File: src/hdl/rfp_pkg.sv
`default_nettype none
// ----------------------------------------------------------------------------
// rfp_pkg: shared types and constants for the request queue with purge
// Command and result payloads, action and result codes, controller states
// and the command/status bundles between controller and datapath.
// ----------------------------------------------------------------------------
package rfp_pkg;

    localparam int DEPTH_DEFAULT     = 16;
    localparam int KEY_WIDTH_DEFAULT = 32;

    localparam int KEY_W      = 32;
    localparam int SIZE_W     = 32;
    localparam int REMOVED_W  = 5;
    localparam int REMOVED_MAX = 31;

    typedef enum logic [1:0] {
        ACT_APPEND = 2'd0,
        ACT_ABORT  = 2'd1,
        ACT_FETCH  = 2'd2,
        ACT_PRINT  = 2'd3
    } action_t;

    typedef enum logic [2:0] {
        KIND_APPENDED    = 3'd0,
        KIND_REJECTED    = 3'd1,
        KIND_ABORT_COUNT = 3'd2,
        KIND_FETCHED     = 3'd3,
        KIND_FETCH_EMPTY = 3'd4,
        KIND_PRINT_ENTRY = 3'd5,
        KIND_PRINT_EMPTY = 3'd6
    } kind_t;

    typedef struct packed {
        action_t                  action;
        logic [KEY_W-1:0]         req_key;
        logic signed [SIZE_W-1:0] req_size;
    } req_item_t;

    typedef struct packed {
        kind_t                    kind;
        logic [KEY_W-1:0]         out_key;
        logic signed [SIZE_W-1:0] out_size;
        logic [REMOVED_W-1:0]     removed;
        logic                     last;
    } rsp_item_t;

    typedef enum logic [3:0] {
        ST_IDLE,
        ST_APPEND,
        ST_FETCH,
        ST_FETCH_OUT,
        ST_PRINT,
        ST_PRINT_OUT,
        ST_ABORT,
        ST_ABORT_SCAN,
        ST_ABORT_DONE
    } state_t;

    // Controller to datapath
    typedef struct packed {
        logic  latch;        // capture the request, clear scan indexes
        logic  append_wr;    // write the request at the tail
        logic  rd_en;        // read entry head+rd_idx, advance rd_idx
        logic  abort_wr;     // keep the entry just read: write at head+wr_idx
        logic  commit_abort; // occupancy takes the kept count
        logic  pop;          // drop the head entry
        logic  emit;         // load the result register
        kind_t emit_kind;
        logic  emit_data;    // result carries the entry just read
        logic  emit_last;
    } ctrl_cmd_t;

    // Datapath to controller
    typedef struct packed {
        logic empty;
        logic full;
        logic rd_done;   // every stored entry has been read
        logic match;     // entry just read has the request key
        logic out_free;  // result register can take a new result
    } dpath_status_t;

endpackage
`default_nettype wire

File: src/hdl/rfp_dpath.sv
`default_nettype none
// ----------------------------------------------------------------------------
// rfp_dpath: entry memory, queue pointers and result register
// Circular store of key/size entries with one write and one registered read
// port, head pointer, occupancy, scan indexes and the output register.
// ----------------------------------------------------------------------------
module rfp_dpath #(
    parameter int DEPTH     = rfp_pkg::DEPTH_DEFAULT,
    parameter int KEY_WIDTH = rfp_pkg::KEY_WIDTH_DEFAULT
) (
    input  wire                     clk,
    input  wire                     rst_n,
    input  rfp_pkg::req_item_t      req,
    input  rfp_pkg::ctrl_cmd_t      cmd,
    input  wire                     rsp_ready,
    output logic                    rsp_valid,
    output rfp_pkg::rsp_item_t      rsp,
    output rfp_pkg::dpath_status_t  status
);

    localparam int KSW = (KEY_WIDTH < rfp_pkg::KEY_W) ? KEY_WIDTH : rfp_pkg::KEY_W;
    localparam int AW  = $clog2(DEPTH);
    localparam int CW  = $clog2(DEPTH + 1);
    localparam int EW  = KSW + rfp_pkg::SIZE_W;
    localparam int XW  = (CW > rfp_pkg::REMOVED_W) ? CW : rfp_pkg::REMOVED_W;

    logic [EW-1:0]                mem [DEPTH];
    logic [EW-1:0]                rd_data_reg;
    logic [KSW-1:0]               cmd_key_reg;
    logic [rfp_pkg::SIZE_W-1:0]   cmd_size_reg;
    logic [AW-1:0]                head_reg, head_next;
    logic [CW-1:0]                count_reg, count_next;
    logic [CW-1:0]                rd_idx_reg, rd_idx_next;
    logic [CW-1:0]                wr_idx_reg, wr_idx_next;
    logic                         out_valid_reg, out_valid_next;
    rfp_pkg::rsp_item_t           out_reg, out_next;

    logic [AW-1:0]                rd_addr;
    logic [AW-1:0]                wr_addr;
    logic [EW-1:0]                wr_data;
    logic                         wr_en;
    logic [KSW-1:0]               rd_key;
    logic [rfp_pkg::SIZE_W-1:0]   rd_size;
    logic [CW-1:0]                dropped;
    logic [XW-1:0]                dropped_x;
    logic [rfp_pkg::REMOVED_W-1:0] removed_sat;

    // Circular address: base + offset, offset at most DEPTH
    function automatic logic [AW-1:0] wrap_add(logic [AW-1:0] base, logic [CW-1:0] off);
        logic [CW:0] s;
        s = (CW+1)'(base) + (CW+1)'(off);
        if (s >= (CW+1)'(DEPTH))
        begin
            s = s - (CW+1)'(DEPTH);
        end
        return s[AW-1:0];
    endfunction

    assign rd_key  = rd_data_reg[rfp_pkg::SIZE_W +: KSW];
    assign rd_size = rd_data_reg[rfp_pkg::SIZE_W-1:0];

    assign rd_addr = wrap_add(head_reg, rd_idx_reg);
    assign wr_en   = cmd.append_wr | cmd.abort_wr;
    assign wr_addr = cmd.append_wr ? wrap_add(head_reg, count_reg)
                                   : wrap_add(head_reg, wr_idx_reg);
    assign wr_data = cmd.append_wr ? {cmd_key_reg, cmd_size_reg} : rd_data_reg;

    // Removed count saturates at the field maximum
    assign dropped     = count_reg - wr_idx_reg;
    assign dropped_x   = XW'(dropped);
    assign removed_sat = (dropped_x > XW'(rfp_pkg::REMOVED_MAX))
                         ? rfp_pkg::REMOVED_W'(rfp_pkg::REMOVED_MAX)
                         : dropped_x[rfp_pkg::REMOVED_W-1:0];

    always_comb
    begin
        head_next      = head_reg;
        count_next     = count_reg;
        rd_idx_next    = rd_idx_reg;
        wr_idx_next    = wr_idx_reg;
        out_valid_next = out_valid_reg;
        out_next       = out_reg;

        if (cmd.latch)
        begin
            rd_idx_next = '0;
            wr_idx_next = '0;
        end
        if (cmd.rd_en)
        begin
            rd_idx_next = rd_idx_reg + CW'(1);
        end
        if (cmd.abort_wr)
        begin
            wr_idx_next = wr_idx_reg + CW'(1);
        end
        if (cmd.append_wr)
        begin
            count_next = count_reg + CW'(1);
        end
        if (cmd.pop)
        begin
            count_next = count_reg - CW'(1);
            head_next  = wrap_add(head_reg, CW'(1));
        end
        if (cmd.commit_abort)
        begin
            count_next = wr_idx_reg;
        end

        if (cmd.emit)
        begin
            out_valid_next    = 1'b1;
            out_next.kind     = cmd.emit_kind;
            out_next.out_key  = cmd.emit_data ? rfp_pkg::KEY_W'(rd_key) : '0;
            out_next.out_size = cmd.emit_data ? rd_size : '0;
            out_next.removed  = cmd.commit_abort ? removed_sat : '0;
            out_next.last     = cmd.emit_last;
        end
        else if (rsp_ready)
        begin
            out_valid_next = 1'b0;
        end
    end

    always_ff @(posedge clk or negedge rst_n)
    begin
        if (!rst_n)
        begin
            head_reg      <= '0;
            count_reg     <= '0;
            rd_idx_reg    <= '0;
            wr_idx_reg    <= '0;
            out_valid_reg <= 1'b0;
        end
        else
        begin
            head_reg      <= head_next;
            count_reg     <= count_next;
            rd_idx_reg    <= rd_idx_next;
            wr_idx_reg    <= wr_idx_next;
            out_valid_reg <= out_valid_next;
        end
    end

    always_ff @(posedge clk)
    begin
        out_reg <= out_next;
        if (cmd.latch)
        begin
            cmd_key_reg  <= req.req_key[KSW-1:0];
            cmd_size_reg <= req.req_size;
        end
    end

    // Entry memory: one write port, one registered read port
    always_ff @(posedge clk)
    begin
        if (wr_en)
        begin
            mem[wr_addr] <= wr_data;
        end
        if (cmd.rd_en)
        begin
            rd_data_reg <= mem[rd_addr];
        end
    end

    assign status.empty    = (count_reg == '0);
    assign status.full     = (count_reg == CW'(DEPTH));
    assign status.rd_done  = (rd_idx_reg == count_reg);
    assign status.match    = (rd_key == cmd_key_reg);
    assign status.out_free = !out_valid_reg || rsp_ready;

    assign rsp_valid = out_valid_reg;
    assign rsp       = out_reg;

endmodule
`default_nettype wire

File: src/hdl/rfp_ctrl.sv
`default_nettype none
// ----------------------------------------------------------------------------
// rfp_ctrl: command sequencer for the request queue
// Takes one request at a time and steps the datapath through append,
// fetch, print and the read/compact scan of abort.
// ----------------------------------------------------------------------------
module rfp_ctrl (
    input  wire                     clk,
    input  wire                     rst_n,
    input  wire                     req_valid,
    input  rfp_pkg::action_t        req_action,
    input  rfp_pkg::dpath_status_t  status,
    output logic                    req_ready,
    output rfp_pkg::ctrl_cmd_t      cmd
);

    rfp_pkg::state_t state_reg, state_next;

    always_ff @(posedge clk or negedge rst_n)
    begin
        if (!rst_n)
        begin
            state_reg <= rfp_pkg::ST_IDLE;
        end
        else
        begin
            state_reg <= state_next;
        end
    end

    always_comb
    begin
        state_next    = state_reg;
        req_ready     = 1'b0;
        cmd           = '0;
        cmd.emit_kind = rfp_pkg::KIND_APPENDED;

        unique case (state_reg)
            rfp_pkg::ST_IDLE:
            begin
                req_ready = status.out_free;
                if (req_valid && status.out_free)
                begin
                    cmd.latch = 1'b1;
                    unique case (req_action)
                        rfp_pkg::ACT_APPEND: state_next = rfp_pkg::ST_APPEND;
                        rfp_pkg::ACT_ABORT:  state_next = rfp_pkg::ST_ABORT;
                        rfp_pkg::ACT_FETCH:  state_next = rfp_pkg::ST_FETCH;
                        rfp_pkg::ACT_PRINT:  state_next = rfp_pkg::ST_PRINT;
                    endcase
                end
            end

            rfp_pkg::ST_APPEND:
            begin
                if (status.out_free)
                begin
                    cmd.emit      = 1'b1;
                    cmd.emit_last = 1'b1;
                    if (status.full)
                    begin
                        cmd.emit_kind = rfp_pkg::KIND_REJECTED;
                    end
                    else
                    begin
                        cmd.append_wr = 1'b1;
                        cmd.emit_kind = rfp_pkg::KIND_APPENDED;
                    end
                    state_next = rfp_pkg::ST_IDLE;
                end
            end

            rfp_pkg::ST_FETCH:
            begin
                if (status.empty)
                begin
                    if (status.out_free)
                    begin
                        cmd.emit      = 1'b1;
                        cmd.emit_kind = rfp_pkg::KIND_FETCH_EMPTY;
                        cmd.emit_last = 1'b1;
                        state_next    = rfp_pkg::ST_IDLE;
                    end
                end
                else
                begin
                    cmd.rd_en  = 1'b1;
                    state_next = rfp_pkg::ST_FETCH_OUT;
                end
            end

            rfp_pkg::ST_FETCH_OUT:
            begin
                if (status.out_free)
                begin
                    cmd.emit      = 1'b1;
                    cmd.emit_kind = rfp_pkg::KIND_FETCHED;
                    cmd.emit_data = 1'b1;
                    cmd.emit_last = 1'b1;
                    cmd.pop       = 1'b1;
                    state_next    = rfp_pkg::ST_IDLE;
                end
            end

            rfp_pkg::ST_PRINT:
            begin
                if (status.empty)
                begin
                    if (status.out_free)
                    begin
                        cmd.emit      = 1'b1;
                        cmd.emit_kind = rfp_pkg::KIND_PRINT_EMPTY;
                        cmd.emit_last = 1'b1;
                        state_next    = rfp_pkg::ST_IDLE;
                    end
                end
                else
                begin
                    cmd.rd_en  = 1'b1;
                    state_next = rfp_pkg::ST_PRINT_OUT;
                end
            end

            rfp_pkg::ST_PRINT_OUT:
            begin
                // Emit the entry in hand and fetch the next one together
                if (status.out_free)
                begin
                    cmd.emit      = 1'b1;
                    cmd.emit_kind = rfp_pkg::KIND_PRINT_ENTRY;
                    cmd.emit_data = 1'b1;
                    cmd.emit_last = status.rd_done;
                    if (status.rd_done)
                    begin
                        state_next = rfp_pkg::ST_IDLE;
                    end
                    else
                    begin
                        cmd.rd_en = 1'b1;
                    end
                end
            end

            rfp_pkg::ST_ABORT:
            begin
                if (status.empty)
                begin
                    state_next = rfp_pkg::ST_ABORT_DONE;
                end
                else
                begin
                    cmd.rd_en  = 1'b1;
                    state_next = rfp_pkg::ST_ABORT_SCAN;
                end
            end

            rfp_pkg::ST_ABORT_SCAN:
            begin
                cmd.abort_wr = !status.match;
                if (status.rd_done)
                begin
                    state_next = rfp_pkg::ST_ABORT_DONE;
                end
                else
                begin
                    cmd.rd_en = 1'b1;
                end
            end

            rfp_pkg::ST_ABORT_DONE:
            begin
                if (status.out_free)
                begin
                    cmd.emit         = 1'b1;
                    cmd.emit_kind    = rfp_pkg::KIND_ABORT_COUNT;
                    cmd.emit_last    = 1'b1;
                    cmd.commit_abort = 1'b1;
                    state_next       = rfp_pkg::ST_IDLE;
                end
            end

            default:
            begin
                state_next = rfp_pkg::ST_IDLE;
            end
        endcase
    end

endmodule
`default_nettype wire

File: src/hdl/request_fifo_with_purge.sv
`default_nettype none
// ----------------------------------------------------------------------------
// request_fifo_with_purge: ordered request queue with purge by key
// Bounded queue of key/size requests with append, abort-by-key, fetch and
// print, built as a sequencer driving a single-port-pair entry memory.
// ----------------------------------------------------------------------------
// One request is worked at a time: each append, fetch, print or abort runs
// to its end before the next request can be accepted. Print and abort step
// through the stored entries over the entry memory's single registered read
// port: print reads one entry a cycle while the output register can take a
// result, and abort compacts in place, reading one entry and writing back
// one kept entry a cycle. Results leave through a one-deep output register;
// any stall there holds the sequencer, and a new request is taken only when
// that register is empty or its result is being transferred in the same
// cycle. Entries are kept in a circular store, so fetch only advances the
// head. Keys are stored and compared on their low KEY_WIDTH bits (at most
// 32). The entry memory needs no clearing: only entries below the
// occupancy are ever read.
// ----------------------------------------------------------------------------
module request_fifo_with_purge #(
    parameter int DEPTH     = rfp_pkg::DEPTH_DEFAULT,
    parameter int KEY_WIDTH = rfp_pkg::KEY_WIDTH_DEFAULT
) (
    input  wire                 clk,
    input  wire                 rst_n,
    input  wire                 req_valid,
    output logic                req_ready,
    input  rfp_pkg::req_item_t  req,
    output logic                rsp_valid,
    input  wire                 rsp_ready,
    output rfp_pkg::rsp_item_t  rsp
);

    rfp_pkg::ctrl_cmd_t     cmd;
    rfp_pkg::dpath_status_t status;

    // Sequencer: accept a request, then step the datapath
    rfp_ctrl u_ctrl (
        .clk        (clk),
        .rst_n      (rst_n),
        .req_valid  (req_valid),
        .req_action (req.action),
        .status     (status),
        .req_ready  (req_ready),
        .cmd        (cmd)
    );

    // Datapath: entry memory, pointers and result register
    rfp_dpath #(
        .DEPTH     (DEPTH),
        .KEY_WIDTH (KEY_WIDTH)
    ) u_dpath (
        .clk       (clk),
        .rst_n     (rst_n),
        .req       (req),
        .cmd       (cmd),
        .rsp_ready (rsp_ready),
        .rsp_valid (rsp_valid),
        .rsp       (rsp),
        .status    (status)
    );

    // Never write past the end of a full queue
    assert property (@(posedge clk) disable iff (!rst_n)
        cmd.append_wr |-> !status.full)
        else $error("append write into a full queue");

    // Never drop the head of an empty queue
    assert property (@(posedge clk) disable iff (!rst_n)
        cmd.pop |-> !status.empty)
        else $error("pop on an empty queue");

    // Never read beyond the tail
    assert property (@(posedge clk) disable iff (!rst_n)
        cmd.rd_en |-> !status.rd_done)
        else $error("entry read beyond the tail");

    // Never overwrite a result that has not been transferred
    assert property (@(posedge clk) disable iff (!rst_n)
        cmd.emit |-> (!rsp_valid || rsp_ready))
        else $error("result register overwritten before transfer");

endmodule
`default_nettype wire

File: config.mk
export PLATFORM = sky130hd
export DESIGN_NAME = request_fifo_with_purge
export DESIGN_NICKNAME = d
export VERILOG_FILES = /design/src/hdl/rfp_pkg.sv /design/src/hdl/rfp_dpath.sv /design/src/hdl/rfp_ctrl.sv /design/src/hdl/request_fifo_with_purge.sv
export SDC_FILE = /design/constraint.sdc
export NUM_CORES = 1
export LEC_CHECK = 0
export BUFFER_PORTS_ARGS = -buffer_cell sky130_fd_sc_hd__buf_2
export CAP_MARGIN = 20
export CORE_MARGIN = 2
export CORE_UTILIZATION = 50
export CTS_CLUSTER_DIAMETER = 200
export DETAILED_ROUTE_END_ITERATION = 10
export GPL_TIMING_DRIVEN = 1
export PLACE_DENSITY = 0.74
export SYNTH_ARGS = -nofsm -noshare
export SYNTH_HDL_FRONTEND = slang
export SYNTH_HIERARCHICAL = 1
export SYNTH_SLANG_ARGS = --single-unit
File: constraint.sdc
create_clock -name clk -period 8 [get_ports clk]
set_clock_uncertainty 0.15 [all_clocks]
set_input_delay 0.8 -clock clk [delete_from_list [all_inputs] [get_ports clk]]
set_output_delay 0.8 -clock clk [all_outputs]
set_load 0.05 [all_outputs]
==> Yosys cells after proc, flatten, opt, wreduce, memory -nomap -nowiden <==
Memories as Yosys holds them, arrays and structs flattened. A register that Yosys moved wholly into a read port is not among the register bits.
Cells that the tools add are included.
{ "op_classes": {"n_addsub": 13, "order_cmp": 5, "n_eq_ne": 18, "muxes": 54, "n_bitwise": 1, "reduce_logical": 16} }
{ "op_table": {"columns": ["op", "count"], "rows": [
  ["2-to-1 mux 4 bit", 19],
  ["2-to-1 mux 64 bit", 1],
  ["2-to-1 mux 5 bit", 7],
  ["equality test 32 bit", 1],
  ["one-hot mux 4 bit (7 select lines)", 1],
  ["one-hot mux 4 bit (6 select lines)", 1],
  ["2-to-1 mux 1 bit", 19],
  ["adder 4 x 5 -> 6 bit", 3],
  [">= comparator 6 x 5 -> 1 bit, second input constant", 3],
  ["equality test 4 x 3 -> 1 bit, second input constant", 4],
  ["one-hot mux 4 bit (4 select lines)", 1],
  ["subtractor 4 x 1 -> 4 bit, second input constant", 4],
  ["adder 5 x 1 -> 5 bit, second input constant", 3],
  ["equality test 4 x 2 -> 1 bit, second input constant", 2],
  ["inequality test 2 x 1 -> 1 bit, second input constant", 4],
  ["2-to-1 mux 7 bit", 1],
  ["2-to-1 mux 6 bit", 1],
  ["nonzero test 2 bit", 3],
  ["OR reduction 3 bit", 2],
  ["adder 4 x 1 -> 5 bit, second input constant", 1],
  ["equality test 5 bit", 1],
  ["equality test 5 bit, second input constant", 1],
  [">= comparator 5 bit, second input constant", 1],
  ["> comparator 5 bit, second input constant", 1],
  ["19 further kinds", 22]
]} }
{ "word_totals": {"ff_bits": 161, "ram_bits": 1024, "inputBits": 70, "out_inout_bits": 75, "elab_cells": 121, "memories": 1} }
{ "memory_table": {"columns": ["memory", "depth", "word_bits", "read_ports", "rd_ports_with_merged_regs", "write_ports", "line_no", "source"], "rows": [
  ["u_dpath.mem", 16, 64, 1, 1, 1, "rfp_dpath.sv:27", "logic [EW-1:0] mem [DEPTH];"]
]} }

==> Longest topological paths before layout <==
{ "logic_depth": {"word_depth": 7, "depth_mapped": 12, "mapped_depth_nobuf": 10} }

==> Hierarchy <==
The synthesis kept the hierarchy.
{ "by_module_without_submodules": {"columns": ["module", "n_inst", "cells_per_inst", "area_each_um2", "seq_area_each_um2"], "rows": [
  ["rfp_dpath", 1, 2127, 48660.4, 37285.8],
  ["rfp_ctrl", 1, 79, 575.6, 100.1]
]} }

==> Least setup slack after synthesis <==
No wires, ideal clock.
{ "synth_path": {"path_type": "input to register", "from": "in rsp_ready", "to": "reg u_dpath.rd_idx_reg[0]", "t_arrival_ns": 8.935, "t_required_ns": 7.720, "setup_slack_ns": -1.215, "path_stages": 7, "n_path_buf": 2, "path_cell_list": "nand2b_1 > clkbuf_1 > nor2_1 > o41ai_1 > clkbuf_1 > nor2_1 > mux2_2"} }
{ "synth_rtl": {"columns": ["element", "line_no", "source"], "rows": [
  ["start, declared", "request_fifo_with_purge.sv:30", "input wire rsp_ready,"],
  ["end signal, assigned", "rfp_dpath.sv:140", "rd_idx_reg <= rd_idx_next;"],
  ["end, declared", "rfp_dpath.sv:33", "logic [CW-1:0] rd_idx_reg, rd_idx_next;"]
]} }

==> flow_summary.toml <==
[clock_tree]
clkSinkCount = 1249
cts-root-buf = "clkbuf_16"
clkTransAtPathRegs_ns = 0.06
insertion_delay_ns = 0.71
post_cts_buffers = 0
cts_max_level = 3
cts.path.max_buffers = 3
cts_tree = "done"
cts_inserted_buffers = 118

[detailed_routing]
via_per_inst = 5.85
drt_iter0_markers = 2333
first_pass_iters = 5
vias = 22226
postRouteAntennaNets = 0
wl_per_cell_um = 25.7
wl_mm = 97.7
drc_errors = 0

[timing]
max_slew_margin_pct = 10.2
whs_ns = 0.119
finalSetupTns_ns = 0
finalHoldViolCount = 0
period_minus_slack_ns = 4.92
final-setup-viol-count = 0
maxSlewViolCount = 0
worst_slew_pin_slew_ns = 1.35
final.period_utilization_pct = 61.5
max_freq_mhz = 203
rsz0062_at_grt = "false"

[synth]
synth_edf_count = 1225
syn_avg_cell_area_sq_um = 22.3
async_flop_share_pct = 1.92
synthXorXnorAreaFrac_pct = 1.09
netlist-cell-type-count = 56
syn-cell-area_sq_mm = 0.0492
synth-main-ff-cell = "edfxtp_1"
netlist_instances = 2206
synth-seq-cells = 1249
yosysTopAreaCellShare_pct = 74.7
yosysWarnings = 6
ys_seq_area_share_pct = 75.9
synth_compound_area_share_pct = 0.762
syn_nets = 2299
synth-simple-area-share_pct = 2.07
synth.area.top_cells = "edfxtp_1, mux4_2, mux2i_1, mux4_1, mux2_2"
synth.largest_area_cell = "edfxtp_1"
synth_top_family_by_area = "multiplexers"
muxShareOfSynthArea_pct = 17.7
synth_fa_ha_area_share_pct = 0.645

[place]
place.gp.congestion = 0.814
port_buffers = 144
dp_hpwl_mm = 52.6

[grt]
grt-ovfl-total = 0
grt_antenna_before_repair = 4
first_global_vias = 23532
grt_pass1_wl_mm = 148
grt_start_max_net_pins = 162
grt_usage_pct = 19.4

[floorplanning]
initial_core_util_pct = 50.2
die-area_sq_mm = 0.101
num_rows = 115
core_sq_mm = 0.0980
fp.dieH_um = 318
dieWidth_um = 318
pin_count = 145

[outcome]
outcome = "finished clean"

[worst_setup_path]
startpoint = "u_dpath/rsp_valid$_DFFE_PN0P_"
crit_arrival_ns = 5.09
path_class = "flop to flop"
crit_path_start_kind = "flop"
crit_fanout = 29
worstPathRequired_ns = 8.17
r2r-start = "u_dpath/rsp_valid$_DFFE_PN0P_"
worstSetupEndpointType = "flop"

[finish]
area_growth_pct = 12.2
layout_common_cells = "edfxtp_1, mux2i_1, mux4_2, buf_2, clkbuf_16"
final_nets = 2502
layout-drive-gt1-share_pct = 25.2
fillers = 6957
final_common_cell = "edfxtp_1"
multi_input_area_sq_mm = 0.0112
largest_reg_flops = 1024
regArea_sq_mm = 0.0374

[hold_path]
hold_class = "input pin to flop"
hp-start = "req[19]"

[job]
drv_cap = 0
-- kinds of logic (layout without fill, tap and decap cells) --
logic type	count (synthesis)	after routing
DFF	1249	1249
muxes	519	519
and+or+nand+nor	181	181
buffers and inverters	118	424
AOI/OAI and AO/OA	58	58
xor gates and xnor gates	58	58
adders and majority gates	23	23
other	0	1
-- stage by stage --
stage / std cells / area, sq um / setup WS (ns) / utilization [%]
6_report: 3800 / 55200 / 3.08 / 56.4
5_1_grt: 3799 / 55200 / 2.84 / 56.4
4_1_cts: 3797 / 55200 / 2.86 / 56.3
3_5_place_dp: 3573 / 51500 / 2.36 / 52.6
3_3_place_gp: 3573 / 51500 / 2.59 / 52.6
2_1_floorplan: 2206 / 49300 / -0.608 / -
-- synthesized netlist by cell type, types with 15 or more instances --
master	count
inv_1	15
xor2_1	40
nand2_1	20
xnor2_1	16
mux2i_1	196
and2_1	68
mux2_2	67
dfrtp_1	24
clkbuf_1	28
buf_2	30
mux4_2	188
nor2_1	22
ha_1	19
mux4_1	68
edfxtp_1	1225
buf_6	20
nor3_1	21
-- routing by layer --
| layer | part of all wire [%] | vias to the layer above | global-route usage [%] |
|---|---|---|---|
| met1 | 41 | 11741 | 26.0 |
| li1 | - | 9605 | - |
| met4 | 2.1 | 2 | 5.15 |
| met2 | 51 | 743 | 33.4 |
| met5 | 0.013 | - | 0 |
| met3 | 6.0 | 135 | 3.03 |
-- worst max-delay path: stages (launching register included) --
cell      delay [ns]
dfrtp_1         0.37
nand2b_1        0.38
nand3b_1        0.31
nor3_2          0.22
buf_4           0.41
mux2_2          0.40
ha_1            0.22
fa_1            0.53
nor2_1          0.15
nand2_1         0.25
nor3_4          0.54
buf_4           0.55
-- layout make-up --
cell class	count	area share (%)
antenna	1	0.00453
timing repair buffer	186	2.34
clock buffer	151	5.66
tap	1287	2.92
multi-input combinational	839	20.3
sequential	1249	67.7
inverter	15	0.102
clock inverter	72	0.965
-- what timing repair did --
action	CTS	global route
gates resized for setup	0	0
hold endpoints to repair	24	0
hold buffers	1	0
-- final timing paths --
path / slack [ns] / end / depth (start not counted)
min in group asynchronous: 0.48 / u_dpath/rsp_valid$_DFFE_PN0P_ / 2
worst min-delay path: 0.12 / u_dpath/cmd_size_reg[19]$_DFFE_PP_ / 1
max in group asynchronous: 6.80 / u_dpath/head_reg[2]$_DFFE_PN0P_ / 2
worst min register to register: 0.39 / u_dpath/wr_idx_reg[4]$_DFFE_PN0P_ / 1
worst max-delay path: 3.08 / u_dpath/mem[9][31]$_DFFE_PP_ / 11
worst max register to register: 3.08 / u_dpath/mem[9][31]$_DFFE_PP_ / 11
Power is left out: the tool's default activity adds up to more than one toggle a clock period on the data nets, which glitch-free logic cannot reach.
